File: src/rtl/core/arm_dp_pkg.sv
// opcode codes and write-back control bundle for the arm data-processing alu
// no dependencies
`timescale 1ns / 1ps

package arm_dp_pkg;

    localparam int unsigned DataWidth = 32;

    typedef logic [DataWidth-1:0] word_t;
    typedef logic [3:0] opcode_t;
    typedef logic [3:0] reg_idx_t;

    localparam opcode_t OP_AND = 4'd0;
    localparam opcode_t OP_EOR = 4'd1;
    localparam opcode_t OP_SUB = 4'd2;
    localparam opcode_t OP_RSB = 4'd3;
    localparam opcode_t OP_ADD = 4'd4;
    localparam opcode_t OP_ADC = 4'd5;
    localparam opcode_t OP_SBC = 4'd6;
    localparam opcode_t OP_RSC = 4'd7;
    localparam opcode_t OP_TST = 4'd8;
    localparam opcode_t OP_TEQ = 4'd9;
    localparam opcode_t OP_CMP = 4'd10;
    localparam opcode_t OP_CMN = 4'd11;
    localparam opcode_t OP_ORR = 4'd12;
    localparam opcode_t OP_MOV = 4'd13;
    localparam opcode_t OP_BIC = 4'd14;
    localparam opcode_t OP_MVN = 4'd15;

    localparam reg_idx_t PC_INDEX = 4'd15;

    typedef struct packed {
        logic write_result;
        logic flags_write;
        logic restore_status;
        logic undefined;
    } ctrl_t;

endpackage

File: src/rtl/core/arm_data_processing_alu.sv
// arm data-processing alu: sixteen opcodes, nzcv flags, pc-destination handling
// depends on arm_dp_pkg
// the done strobe follows the start edge through the input register and then the result register
// throughput: one item per cycle; busy is always low, the adder path sets the clock
// reset: rst_n asynchronous active low clears the valid bits only, no state is kept
// the receiver cannot stall: each result is shown for exactly one cycle under done
`timescale 1ns / 1ps

module arm_data_processing_alu
(
    input  logic                 clk,
    input  logic                 rst_n,
    input  logic                 start,
    output logic                 busy,
    input  arm_dp_pkg::opcode_t  req_type,
    input  arm_dp_pkg::word_t    first_operand,
    input  arm_dp_pkg::word_t    second_operand,
    input  logic                 shifter_carry,
    input  logic                 carry_flag,
    input  logic                 overflow_in,
    input  logic                 set_flags,
    input  arm_dp_pkg::reg_idx_t dest_reg,
    input  logic                 mode_has_saved_status,
    output logic                 done,
    output arm_dp_pkg::word_t    result,
    output logic                 write_result,
    output arm_dp_pkg::reg_idx_t dest_index,
    output logic                 flag_n,
    output logic                 flag_z,
    output logic                 flag_c,
    output logic                 flag_v,
    output logic                 flags_write,
    output logic                 restore_status,
    output logic                 undefined
);

    import arm_dp_pkg::*;

    // input stage
    logic     in_valid_reg;
    opcode_t  op_reg;
    word_t    a_reg;
    word_t    b_reg;
    logic     sc_reg;
    logic     cin_reg;
    logic     vin_reg;
    logic     s_reg;
    reg_idx_t rd_reg;
    logic     spsr_reg;

    // result stage
    logic     done_reg;
    word_t    result_reg;
    word_t    result_next;
    reg_idx_t rd_out_reg;
    logic     n_reg;
    logic     z_reg;
    logic     c_reg;
    logic     v_reg;
    logic     c_next;
    logic     v_next;
    ctrl_t    ctrl_reg;
    ctrl_t    ctrl_next;

    word_t               add_x;
    word_t               add_y;
    logic                add_ci;
    logic [DataWidth:0]  add_sum;
    word_t               add_r;
    logic                add_co;
    logic                add_ov;
    logic                arith;
    logic                compare;

    assign busy = 1'b0;

    always_ff @(posedge clk or negedge rst_n)
    begin
        if (!rst_n)
        begin
            in_valid_reg <= 1'b0;
            done_reg     <= 1'b0;
        end
        else
        begin
            in_valid_reg <= start;
            done_reg     <= in_valid_reg;
        end
    end

    always_ff @(posedge clk)
    begin
        if (start)
        begin
            op_reg   <= req_type;
            a_reg    <= first_operand;
            b_reg    <= second_operand;
            sc_reg   <= shifter_carry;
            cin_reg  <= carry_flag;
            vin_reg  <= overflow_in;
            s_reg    <= set_flags;
            rd_reg   <= dest_reg;
            spsr_reg <= mode_has_saved_status;
        end
    end

    // shared adder operand select
    always_comb
    begin
        add_x  = a_reg;
        add_y  = b_reg;
        add_ci = 1'b0;
        arith  = 1'b1;
        case (op_reg)
            OP_SUB, OP_CMP:
            begin
                add_y  = ~b_reg;
                add_ci = 1'b1;
            end
            OP_RSB:
            begin
                add_x  = b_reg;
                add_y  = ~a_reg;
                add_ci = 1'b1;
            end
            OP_ADD, OP_CMN:
            begin
                add_ci = 1'b0;
            end
            OP_ADC:
            begin
                add_ci = cin_reg;
            end
            OP_SBC:
            begin
                add_y  = ~b_reg;
                add_ci = cin_reg;
            end
            OP_RSC:
            begin
                add_x  = b_reg;
                add_y  = ~a_reg;
                add_ci = cin_reg;
            end
            default:
            begin
                arith = 1'b0;
            end
        endcase
    end

    assign add_sum = {1'b0, add_x} + {1'b0, add_y} + {{DataWidth{1'b0}}, add_ci};
    assign add_r   = add_sum[DataWidth-1:0];
    assign add_co  = add_sum[DataWidth];
    assign add_ov  = (add_x[DataWidth-1] ^ add_r[DataWidth-1])
                   & (add_y[DataWidth-1] ^ add_r[DataWidth-1]);

    always_comb
    begin
        case (op_reg)
            OP_AND, OP_TST: result_next = a_reg & b_reg;
            OP_EOR, OP_TEQ: result_next = a_reg ^ b_reg;
            OP_ORR:         result_next = a_reg | b_reg;
            OP_MOV:         result_next = b_reg;
            OP_BIC:         result_next = a_reg & ~b_reg;
            OP_MVN:         result_next = ~b_reg;
            default:        result_next = add_r;
        endcase
        c_next = arith ? add_co : sc_reg;
        v_next = arith ? add_ov : vin_reg;
    end

    // write-back and status control
    always_comb
    begin
        compare   = op_reg inside {OP_TST, OP_TEQ, OP_CMP, OP_CMN};
        ctrl_next = '0;
        if (compare)
        begin
            ctrl_next.flags_write = 1'b1;
        end
        else if (s_reg && (rd_reg == PC_INDEX))
        begin
            if (spsr_reg)
            begin
                ctrl_next.write_result   = 1'b1;
                ctrl_next.restore_status = 1'b1;
            end
            else
            begin
                ctrl_next.undefined = 1'b1;
            end
        end
        else
        begin
            ctrl_next.write_result = 1'b1;
            ctrl_next.flags_write  = s_reg;
        end
    end

    always_ff @(posedge clk)
    begin
        if (in_valid_reg)
        begin
            result_reg <= result_next;
            rd_out_reg <= rd_reg;
            n_reg      <= result_next[DataWidth-1];
            z_reg      <= (result_next == '0);
            c_reg      <= c_next;
            v_reg      <= v_next;
            ctrl_reg   <= ctrl_next;
        end
    end

    assign done           = done_reg;
    assign result         = result_reg;
    assign write_result   = ctrl_reg.write_result;
    assign dest_index     = rd_out_reg;
    assign flag_n         = n_reg;
    assign flag_z         = z_reg;
    assign flag_c         = c_reg;
    assign flag_v         = v_reg;
    assign flags_write    = ctrl_reg.flags_write;
    assign restore_status = ctrl_reg.restore_status;
    assign undefined      = ctrl_reg.undefined;

    a_latency: assert property (@(posedge clk) disable iff (!rst_n)
        start |=> ##1 done)
        else $error("item accepted without a result two cycles later");

    a_undef_quiet: assert property (@(posedge clk) disable iff (!rst_n)
        (done && undefined) |-> (!write_result && !flags_write && !restore_status))
        else $error("undefined item still writes state");

    a_restore_pc: assert property (@(posedge clk) disable iff (!rst_n)
        (done && restore_status) |-> (write_result && (dest_index == PC_INDEX) && !flags_write))
        else $error("status restore without pc write");

    a_zero_flag: assert property (@(posedge clk) disable iff (!rst_n)
        done |-> (flag_z == (result == '0)) && (flag_n == result[DataWidth-1]))
        else $error("n or z flag disagrees with result");

endmodule
File: config.mk
export PLATFORM = sky130hd
export DESIGN_NAME = arm_data_processing_alu
export DESIGN_NICKNAME = d
export VERILOG_FILES = /design/src/rtl/core/arm_dp_pkg.sv /design/src/rtl/core/arm_data_processing_alu.sv
export SDC_FILE = /design/constraint.sdc
export NUM_CORES = 1
export LEC_CHECK = 0
export BUFFER_PORTS_ARGS = -buffer_cell sky130_fd_sc_hd__buf_2
export CAP_MARGIN = 10
export CORE_MARGIN = 10
export CORE_UTILIZATION = 50
export CTS_CLUSTER_SIZE = 8
export DETAILED_ROUTE_END_ITERATION = 10
export PLACE_DENSITY = 0.71
export SETUP_SLACK_MARGIN = 0.02
export SYNTH_ARGS = -nofsm -noshare
export SYNTH_HDL_FRONTEND = slang
export SYNTH_SLANG_ARGS = --single-unit
File: constraint.sdc
create_clock -name clk -period 7.4 [get_ports clk]
set_clock_uncertainty 0.05 [all_clocks]
set_input_delay 1.48 -clock clk [delete_from_list [all_inputs] [get_ports clk]]
set_output_delay 1.48 -clock clk [all_outputs]
set_load 0.01 [all_outputs]
==> run_results.csv <==
group,metric,value,unit
run_status,outcome,"complete, no violations",
global_route,met3_usage,5.47,%
timing,rsz0062_at_grt,"no",
global_route,busiest_layer,"met1",
cts,cts_setup_buffers,0,
layout,layout.cells.non_filler,1333,
cts,clock_sinks,122,
die,die_w,154,um
timing,worstMarginPinSlew,1050,ps
placement,place_inst,1301,
cts,numCtsBuffers,17,
drt,drc,0,
cts,cts_buffer_depth,2,
global_route,antenna_found_initial,0,
yosys,ys_types,72,
yosys,postSynthCellCount,1000,
global_route,grt_max_degree,88,
drt,drtPass1Iterations,6,
cts,clkLatencyLatePin,430,ps
critical_path,critPathMaxFanout,32,
power_and_ir_drop,powerDensity,265,nW/um^2
critical_path,critPathCaptureType,"flop",
yosys,ys_top_cells_by_area,"edfxtp_1 40%, ha_1 8.8%, o21ai_0 5.8%",
yosys,yosys_warnings,0,
placement,dpl.hpwl,19.0,mm
layout,area_growth,15.5,%
yosys,synth_edf_count,120,
global_route,grt_pass1_wl,40.8,mm
yosys,yosysSeqAreaShare,40.9,%
drt,wirelength,25.8,mm
cts,cts_htree_levels,4,
yosys,async_flop_share,1.64,%
timing,min_period,5880,ps
yosys,synth_most_common_cell,"edfxtp_1",
cts,clockRootBuffer,"clkbuf_16",
die,core,17400,um^2
power_and_ir_drop,p_switching,0.941,mW
yosys,synth_nets,1145,
yosys,yosys.area.top_type,"edfxtp_1",
cts,hold_buffers,0,
timing,drv_slew,0,
cts,clkSlewWorstSetupHoldPaths,60,ps
timing,hold_violations,0,
global_route,first_global_vias,7363,
die,pin_count,126,
timing,post-route-period-util,79.4,%
critical_path,arrival,6080,ps
power_and_ir_drop,sequentialPowerShare,34.2,%
global_route,grtUsageTotal,21.4,%
critical_path,startpoint_type,"flop",
layout,drive_gt1_share,16.8,%
placement,port_buffers,124,
global_route,grtUsageMet2,27.8,%
power_and_ir_drop,switching_share,34.4,%
job,maxCapViolCount,0,
timing,fin_ws,1520,ps
timing,setup_viol,0,
placement,place.gp.congestion,0.930,
worst_hold_path,hold_path.class,"flop to flop",
critical_path,required,7600,ps
die,die-area,23600,um^2
power_and_ir_drop,power,2.73,mW
timing,slew_headroom,29.9,%
critical_path,critical_path_class,"flop to flop",
layout,fillers,1524,
global_route,grt_use_met1,33.8,%
global_route,overflow,0,
drt,drt_iter0_drc,1322,
drt,vias,7965,
yosys,synth_commonest_cells,"120 x edfxtp_1, 103 x o21ai_0, 102 x nand2_1, 89 x a21oi_1",
cts,cts_resized,0,
die,row_count,48,
layout,final_nets,1240,
yosys,synthFlopType,"edfxtp_1",
die,initial_core_util,51.3,%
power_and_ir_drop,comb_power_share,33.4,%
yosys,syn_avg_cell_area,8.94,um^2
cts,cts_tree,"yes",
power_and_ir_drop,p_clk_share,32.4,%
drt,wl_per_cell,19.3,um
yosys,synth_seq_cells,122,
timing,fmax,170,MHz
timing,hold_ws,396,ps
yosys,yosysTopAreaCellShare,40.3,%
layout,antenna_cells,0,
drt,vias_per_cell,5.98,
drt,ant_nets,0,
die,fp.dieH,154,um
power_and_ir_drop,ir_drop,0.000182,V
power_and_ir_drop,leakage,4.36,nW
timing,finalSetupTns,0,ps
yosys,netlist_area,8940,um^2
power_and_ir_drop,p_int,1.79,mW
placement,post-place-ws,1540,ps
-- metrics by stage --
stage          area, um^2  utilization (%)
2_1_floorplan        8940                -
3_3_place_gp         9700             55.7
3_5_place_dp         9700             55.7
4_1_cts             10300             59.3
5_1_grt             10300             59.3
6_report            10300             59.3
-- critical path, stage by stage (launching register included) --
cell and delay [ps]:
edfxtp_1 680, nand2_1 170, buf_4 220, and3_1 200
buf_4 330, inv_1 70, nand2_1 90, o21ai_0 110
fa_1 490, fa_1 490, a21o_1 190, a221o_2 400
a211oi_1 220, a211oi_1 70, or4_4 550, nand4bb_1 210
nor4_2 300, nand4b_1 130, or4_1 500, nor4b_2 230
-- path summary, 6_finish.rpt --
path / startpoint / end / slack, ps / cells past startpoint
worst max register to register: op_reg[2] / flag_z / 1520 / 19
max in group asynchronous: rst_n / in_valid_reg / 6410 / 1
worst max-delay path: op_reg[2] / flag_z / 1520 / 19
min in group asynchronous: rst_n / in_valid_reg / 780 / 1
worst min-delay path: rd_reg[2] / dest_index[2] / 400 / 0
worst min register to register: rd_reg[2] / dest_index[2] / 400 / 0
-- power by group through the flow --
stage | Sequential (mW) | Combinational [mW] | Clock, mW
final | 0.934 | 0.914 | 0.886
after CTS | 0.933 | 0.899 | 0.900
after global routing | 0.945 | 1.01 | 0.934
after global placement | 0.945 | 0.880 | 0
after floorplan | 0.957 | 0.609 | 0
after detailed placement | 0.947 | 0.890 | 0
-- cell usage in the layout, fill, tap and decap left out, types with 10 or more instances in the layout --
cell type,Yosys,layout
nand4_1,11,11
nor2_1,83,83
nand3_1,22,22
xnor2_1,28,28
a31oi_1,10,10
ha_1,63,63
edfxtp_1,120,120
inv_1,83,83
o32ai_1,10,10
o22ai_1,21,21
o211ai_1,14,14
buf_4,3,13
a211oi_1,12,12
clkbuf_16,0,17
o21ai_0,103,103
a21o_1,12,12
nand2_1,102,101
a21oi_1,89,89
xor2_1,15,15
buf_2,9,123
-- kinds of logic (layout without fill, tap and decap cells) --
| kind of cell | count (synthesis) | in the layout | synth area share (%) |
|---|---|---|---|
| buffers and inverters | 144 | 252 | 6.34 |
| adder cells (fa/ha/maj) | 65 | 65 | 9.27 |
| AND/OR/NAND/NOR | 276 | 276 | 14.3 |
| other | 1 | 1 | 0.0420 |
| XOR/XNOR | 43 | 43 | 4.21 |
| flip-flops | 122 | 122 | 40.9 |
| multiplexers | 9 | 9 | 1.01 |
| AO/OA/AOI/OAI | 340 | 340 | 23.9 |
-- final cells by class --
cell class / instances / area, um^2 / area share (%)
Timing Repair Buffer: 136 / 713 / 6.91
Clock buffer: 18 / 429 / 4.16
Clock inverter: 14 / 196 / 1.90
Multi-Input combinational cell: 734 / 4730 / 45.8
Inverter: 84 / 315 / 3.05
Sequential cell: 122 / 3650 / 35.4
Tap cell: 225 / 282 / 2.73
-- layer usage --
metal	wire length, um	up-vias
met5	0	-
met4	268	0
met3	3050	20
met2	9830	448
met1	12600	3615
li1	-	3882
No activity file was read; power rests on OpenSTA's default activity.
